--- src/bcw_pkg.sv ---
// Shared constants and types for the crop warp block.
package bcw_pkg;

    localparam int MAX_WIDTH_DEF   = 512;
    localparam int MAX_HEIGHT_DEF  = 512;
    localparam int CROP_SIZE_DEF   = 192;
    localparam int WEIGHT_BITS_DEF = 8;

    localparam int POS_FRAC = 17;
    localparam int POS_W    = 48;

    localparam logic [2:0] REG_IMAGE_WIDTH  = 3'd0;
    localparam logic [2:0] REG_IMAGE_HEIGHT = 3'd1;
    localparam logic [2:0] REG_BOX_LEFT     = 3'd2;
    localparam logic [2:0] REG_BOX_TOP      = 3'd3;
    localparam logic [2:0] REG_BOX_RIGHT    = 3'd4;
    localparam logic [2:0] REG_BOX_BOTTOM   = 3'd5;

    localparam logic REQ_LOAD = 1'b0;
    localparam logic REQ_CROP = 1'b1;

    // Geometry handed from the register block to the datapath.
    typedef struct packed {
        logic [9:0]         img_w;
        logic [9:0]         img_h;
        logic [31:0]        inv_scale;
        logic signed [12:0] cx_half;
        logic signed [12:0] cy_half;
    } t_geom;

endpackage

--- src/bcw_blend.sv ---
// Bilinear blend of four taps, one color channel.
module bcw_blend
    import bcw_pkg::*;
#(
    parameter int WEIGHT_BITS = WEIGHT_BITS_DEF
) (
    input  logic                     i_clk,
    input  logic [3:0][2*WEIGHT_BITS:0] i_wgt,
    input  logic [3:0][7:0]          i_tap,
    output logic [15:0]              o_value
);
    localparam int WW    = 2 * WEIGHT_BITS + 1;
    localparam int PW    = WW + 8;
    localparam int AW    = PW + 2;
    localparam int SHIFT = 2 * WEIGHT_BITS - 8;

    logic [3:0][PW-1:0] r_prod;
    logic [AW-1:0]      r_sum;
    logic [AW-1:0]      n_round;

    always_ff @(posedge i_clk) begin
        for (int t = 0; t < 4; t++) begin
            r_prod[t] <= PW'(i_wgt[t]) * PW'(i_tap[t]);
        end
        r_sum <= AW'(r_prod[0]) + AW'(r_prod[1]) + AW'(r_prod[2]) + AW'(r_prod[3]);
    end

    always_comb begin
        if (SHIFT > 0) begin
            n_round = (r_sum + (AW'(1) << (SHIFT > 0 ? SHIFT - 1 : 0))) >> SHIFT;
        end else begin
            n_round = r_sum;
        end
    end

    assign o_value = n_round[15:0];
endmodule
--- config.mk ---
export PLATFORM = sky130hd
export DESIGN_NAME = bcw_blend
export DESIGN_NICKNAME = d
export VERILOG_FILES = /design/src/bcw_pkg.sv /design/src/bcw_blend.sv
export SDC_FILE = /design/constraint.sdc
export NUM_CORES = 1
export LEC_CHECK = 0
export ABC_AREA = 1
export BUFFER_PORTS_ARGS = -buffer_cell sky130_fd_sc_hd__buf_2
export CAP_MARGIN = 5
export CORE_MARGIN = 5
export CORE_UTILIZATION = 45
export CTS_CLUSTER_DIAMETER = 200
export CTS_CLUSTER_SIZE = 25
export DETAILED_ROUTE_END_ITERATION = 10
export HOLD_SLACK_MARGIN = 0.15
export PLACE_DENSITY = 0.71
export SLEW_MARGIN = 0
export SYNTH_ARGS = -nofsm -noshare
export SYNTH_HDL_FRONTEND = slang
export SYNTH_SLANG_ARGS = --single-unit
--- constraint.sdc ---
create_clock -name i_clk -period 3.8 [get_ports i_clk]
set_clock_uncertainty 0.1 [all_clocks]
set_input_delay 0.19 -clock i_clk [delete_from_list [all_inputs] [get_ports i_clk]]
set_output_delay 0.19 -clock i_clk [all_outputs]
set_load 0.05 [all_outputs]
# Word level (Yosys, flattened, before mapping)
# Cells that the tools add are included.
classes:
  n_addsub: 4
  mul: 4
op_table:
  columns: ["cell", "count"]
  rows:
  - ["$mul A17 B8 Y24", 4]
  - ["$add A24 B24 Y24", 3]
  - ["$add A24 B8 Y24 const B", 1]
word_totals:
  register_bits: 120
  inputBits: 101
  out_inout_bits: 16
  word_cells: 13

# Depth between registers and ports, before layout
logic_depth:
  depth_word: 3
  ltp_mapped: 23
  depth_no_buf: 21

# Worst setup path before layout
# Ideal clock, no wire load.
synth_timing:
  kind: "input to register"
  start: "in i_tap[26] in the netlist's numbering"
  end: "reg r_prod[93] in the netlist's numbering"
  setup_time_ps: 112
  t_arrival_ps: 3902
  setup_slack_ps: -314
  cell_stages: 18
  n_path_buf: 2
  cell_sequence: "clkbuf_1 > clkbuf_1 > nand2_1 > fa_1 > fa_1 > inv_1 > fa_1 > inv_1 > fa_1 > inv_1 > ha_1 > a21oi_1 > o21ai_0 > nand2b_1 > nand3_1 > nand2_1 > nand2_1 > nand2_1"
synth_between:
  elab_chain_cells: 1
synth_rtl:
  columns: ["element", "line", "text"]
  rows:
  - ["start: declaration", "bcw_blend.sv:9", "input logic [3:0][7:0] i_tap,"]
  - ["$mul A17 B8 Y24", "bcw_blend.sv:23", "r_prod[t] <= PW'(i_wgt[t]) * PW'(i_tap[t]);"]
  - ["end signal: indexed assignment", "bcw_blend.sv:23", null]
  - ["end: declaration", "bcw_blend.sv:17", "logic [3:0][PW-1:0] r_prod;"]
# No other way between the ends.

# Worst setup path in the final report
layout_timing:
  start: "in i_tap[18] in the netlist's numbering"
  end: "reg r_prod[70] in the netlist's numbering"
# The elaborated chain is that of the path after synthesis.

==> impl_metrics.ini <==
[status]
outcome = finished clean

[yosys]
synth_cells = 3285
ys_warn_count = 0
yosysUniqueCellTypes = 35
synth_ff_type = dfxtp_1
syn_avg_cell_area_um2 = 7.15
synth.net_count = 3981
synth_edf_count = 0
netlist_area_um2 = 23500
synth-async-reset-ratio = 0
ys_seq_area_frac = 0.0964
ys_ff_latch = 113

[critical_path]
crit_top_cell = nand2_1
worstPathRequired_ns = 4.00
rr_startpoint = r_prod[12]
timing_worst_setup_path_type = input pin to flip-flop
worstReg2RegEnd = r_sum[21]
cp_cell_sequence = clkbuf_4, nand2_1, inv_1, fa_1, fa_1, fa_1, inv_1, fa_1, inv_1, ha_4, nand2_1, buf_4, nor2_1, nand2_1, nand2_1, nand2_1, nand4_1, nand2_1
endpoint_kind = flip-flop
slowest_delay_ns = 0.54
r2r_slack_ns = 0.88
cp_max_fo = 13
crit_arrival_ns = 3.84
startpoint_type = input pin
slowest_stage = fa_1
reg2regPathDepth = 11

[clocking]
post-cts-setup-buffers = 0
cts_inserted_buffers = 17
clockBufferDepth = 2
cts_root_buf = clkbuf_16
cts_max_level = 4
cts_tree = done
clock-sinks = 113
clk_pin_slew_ns = 0.06
worst_skew_pair.late_latency_ns = 0.41

[floorplan]
initial_core_util = 0.456
dieArea_um2 = 56800
die_w_um = 238
rows = 83
io_pins = 117
die_h_um = 238
coreArea_um2 = 51500

[timing]
period_share = 0.958
maxSlewViolCount = 0
finalHoldViolCount = 0
final-setup-viol-count = 0
min_period_ns = 3.64
fmax_mhz = 275
worst_pin_slew_ns = 0.381
max_slew_margin = 0.743
rsz0062_at_grt = no
tns_ns = 0

[placement]
hpwl_um = 49000
post-place-cells = 4237
routabilityCongestion = 0.913
port_buffers = 116

[hold_path]
min_to = r_prod[26]
hold_depth = 5
hold_start = i_wgt[17]
hold_class = input pin to flip-flop

[finish]
syn2layout_area_growth_pct = 17.6
layoutNonFillerInstCount = 4276
antenna_cells = 0
drive_above_1_share = 0.137
finalNetCount = 4279

[global_route]
grt_pass1_vias = 20400
grt_pass1_wl_um = 95600
overflow = 0
grt_max_degree = 18
track_usage = 0.200
antenna_found_initial = 0

[routing]
viasPerCell = 4.68
ant_nets = 0
post_drt_wl_per_cell_um = 13.0
drcViolationCount = 0
drt_iter0_drc = 1232
drtPass1Iterations = 5
vias = 20000
drt-total-wl_um = 55500

[flow_run]
cap_violations = 0
## layer usage
metal	vias to the layer above	part of all wire	track usage
li1	10000	-	-
met3	65	0.041	0.0195
met4	0	0.012	0.0273
met2	433	0.50	0.361
met5	-	0	0
met1	9504	0.44	0.268
## what timing repair did
action / in CTS / in global routing
endpoints found under the hold margin: 4 / 1
resized for setup: 0 / 47
hold buffers: 7 / 1
setup endpoints to repair: 0 / 49
## registers in the layout (all words and copies together), names as in the netlist
register,cells
r_sum,17
r_prod,96
## per-stage QoR
step           setup WS, ns  hold WS (ns)  area [µm²]   util
2_1_floorplan       -0.0186         0.385       23800      -
3_3_place_gp         -0.348         0.476       26800  0.520
3_5_place_dp         -0.328         0.488       26800  0.520
4_1_cts              0.0334         0.157       27400  0.532
5_1_grt            0.000117         0.175       27600  0.536
6_report              0.159         0.138       27600  0.536
## worst max path at each step
stage / depth (start not counted) / to / slack (ns) / startpoint
floorplan: 18 / r_prod[64] / -0.02 / i_tap[18]
global placement: 16 / r_prod[47] / -0.35 / i_tap[11]
detailed placement: 16 / r_prod[47] / -0.33 / i_tap[11]
CTS: 20 / r_prod[35] / 0.03 / i_wgt[17]
global route: 16 / r_prod[86] / 0.0001 / i_tap[29]
finish: 18 / r_prod[70] / 0.16 / i_tap[18]
## cell usage after synthesis (2+ instances only)
library cell	n	share of area
a21oi_1	115	0.025
nand3_2	3	0.0013
clkbuf_1	132	0.021
nand3_1	80	0.017
nand2_1	950	0.15
o21ai_0	52	0.011
o211ai_1	5	0.0016
nand2b_1	2	0.00053
xor2_1	55	0.021
a31oi_1	2	0.00053
and2_1	3	0.00080
nand4_1	34	0.0091
nand3b_1	7	0.0022
fa_1	401	0.34
o21bai_1	11	0.0035
nor2_1	85	0.014
xnor2_1	29	0.011
o21a_1	6	0.0019
dfxtp_1	113	0.096
ha_1	194	0.10
inv_1	967	0.15
nor3_1	16	0.0034
a21o_1	8	0.0026
nor4_1	3	0.00080
nor3_2	2	0.00085
## area by class of cell
type / instances / area, µm²
Fill cell: 4961 / 23900
Multi-Input combinational cell: 2072 / 17400
Inverter: 968 / 3630
Timing Repair Buffer: 411 / 2890
Sequential cell: 113 / 2260
Tap cell: 680 / 851
Clock buffer: 19 / 453
Clock inverter: 13 / 126
## layout by cell type (no fill, tap or decap), types with 3 or more instances in the layout
cell,count
fa_1,401
xnor2_1,29
o211ai_1,5
inv_6,4
buf_4,288
ha_4,16
nand3_2,4
o21ai_1,3
buf_2,98
nor3_1,9
nand2_1,950
dfxtp_1,113
nor2_1,82
and2_1,3
dlygate4sd3_1,7
xor2_1,55
a21oi_1,101
a21o_1,8
nor4_1,3
o21bai_1,11
inv_1,967
nand4_1,34
a21oi_2,14
nor3_2,9
clkinv_4,5
clkbuf_16,17
clkbuf_4,15
nor2_2,4
nand3b_1,7
ha_1,177
o21a_1,6
o21ai_0,48
nand3_1,79
## cells by family after synthesis
logic type	Yosys count	synth area share
simple gates	1191	0.204
buf+inv	1100	0.176
fa+ha+maj	595	0.445
compound gates	202	0.0467
flops	113	0.0964
xor+xnor	84	0.0313
## critical path, delay by kind of cell
kind,cells,cell delay (ns)
buffers and inverters,5,0.50
adder cells (fa/ha/maj),5,2.33
AND/OR/NAND/NOR,8,0.80
Power is not shown: default switching activity piles up to over one toggle a cycle in this logic, so the estimate is an artifact.
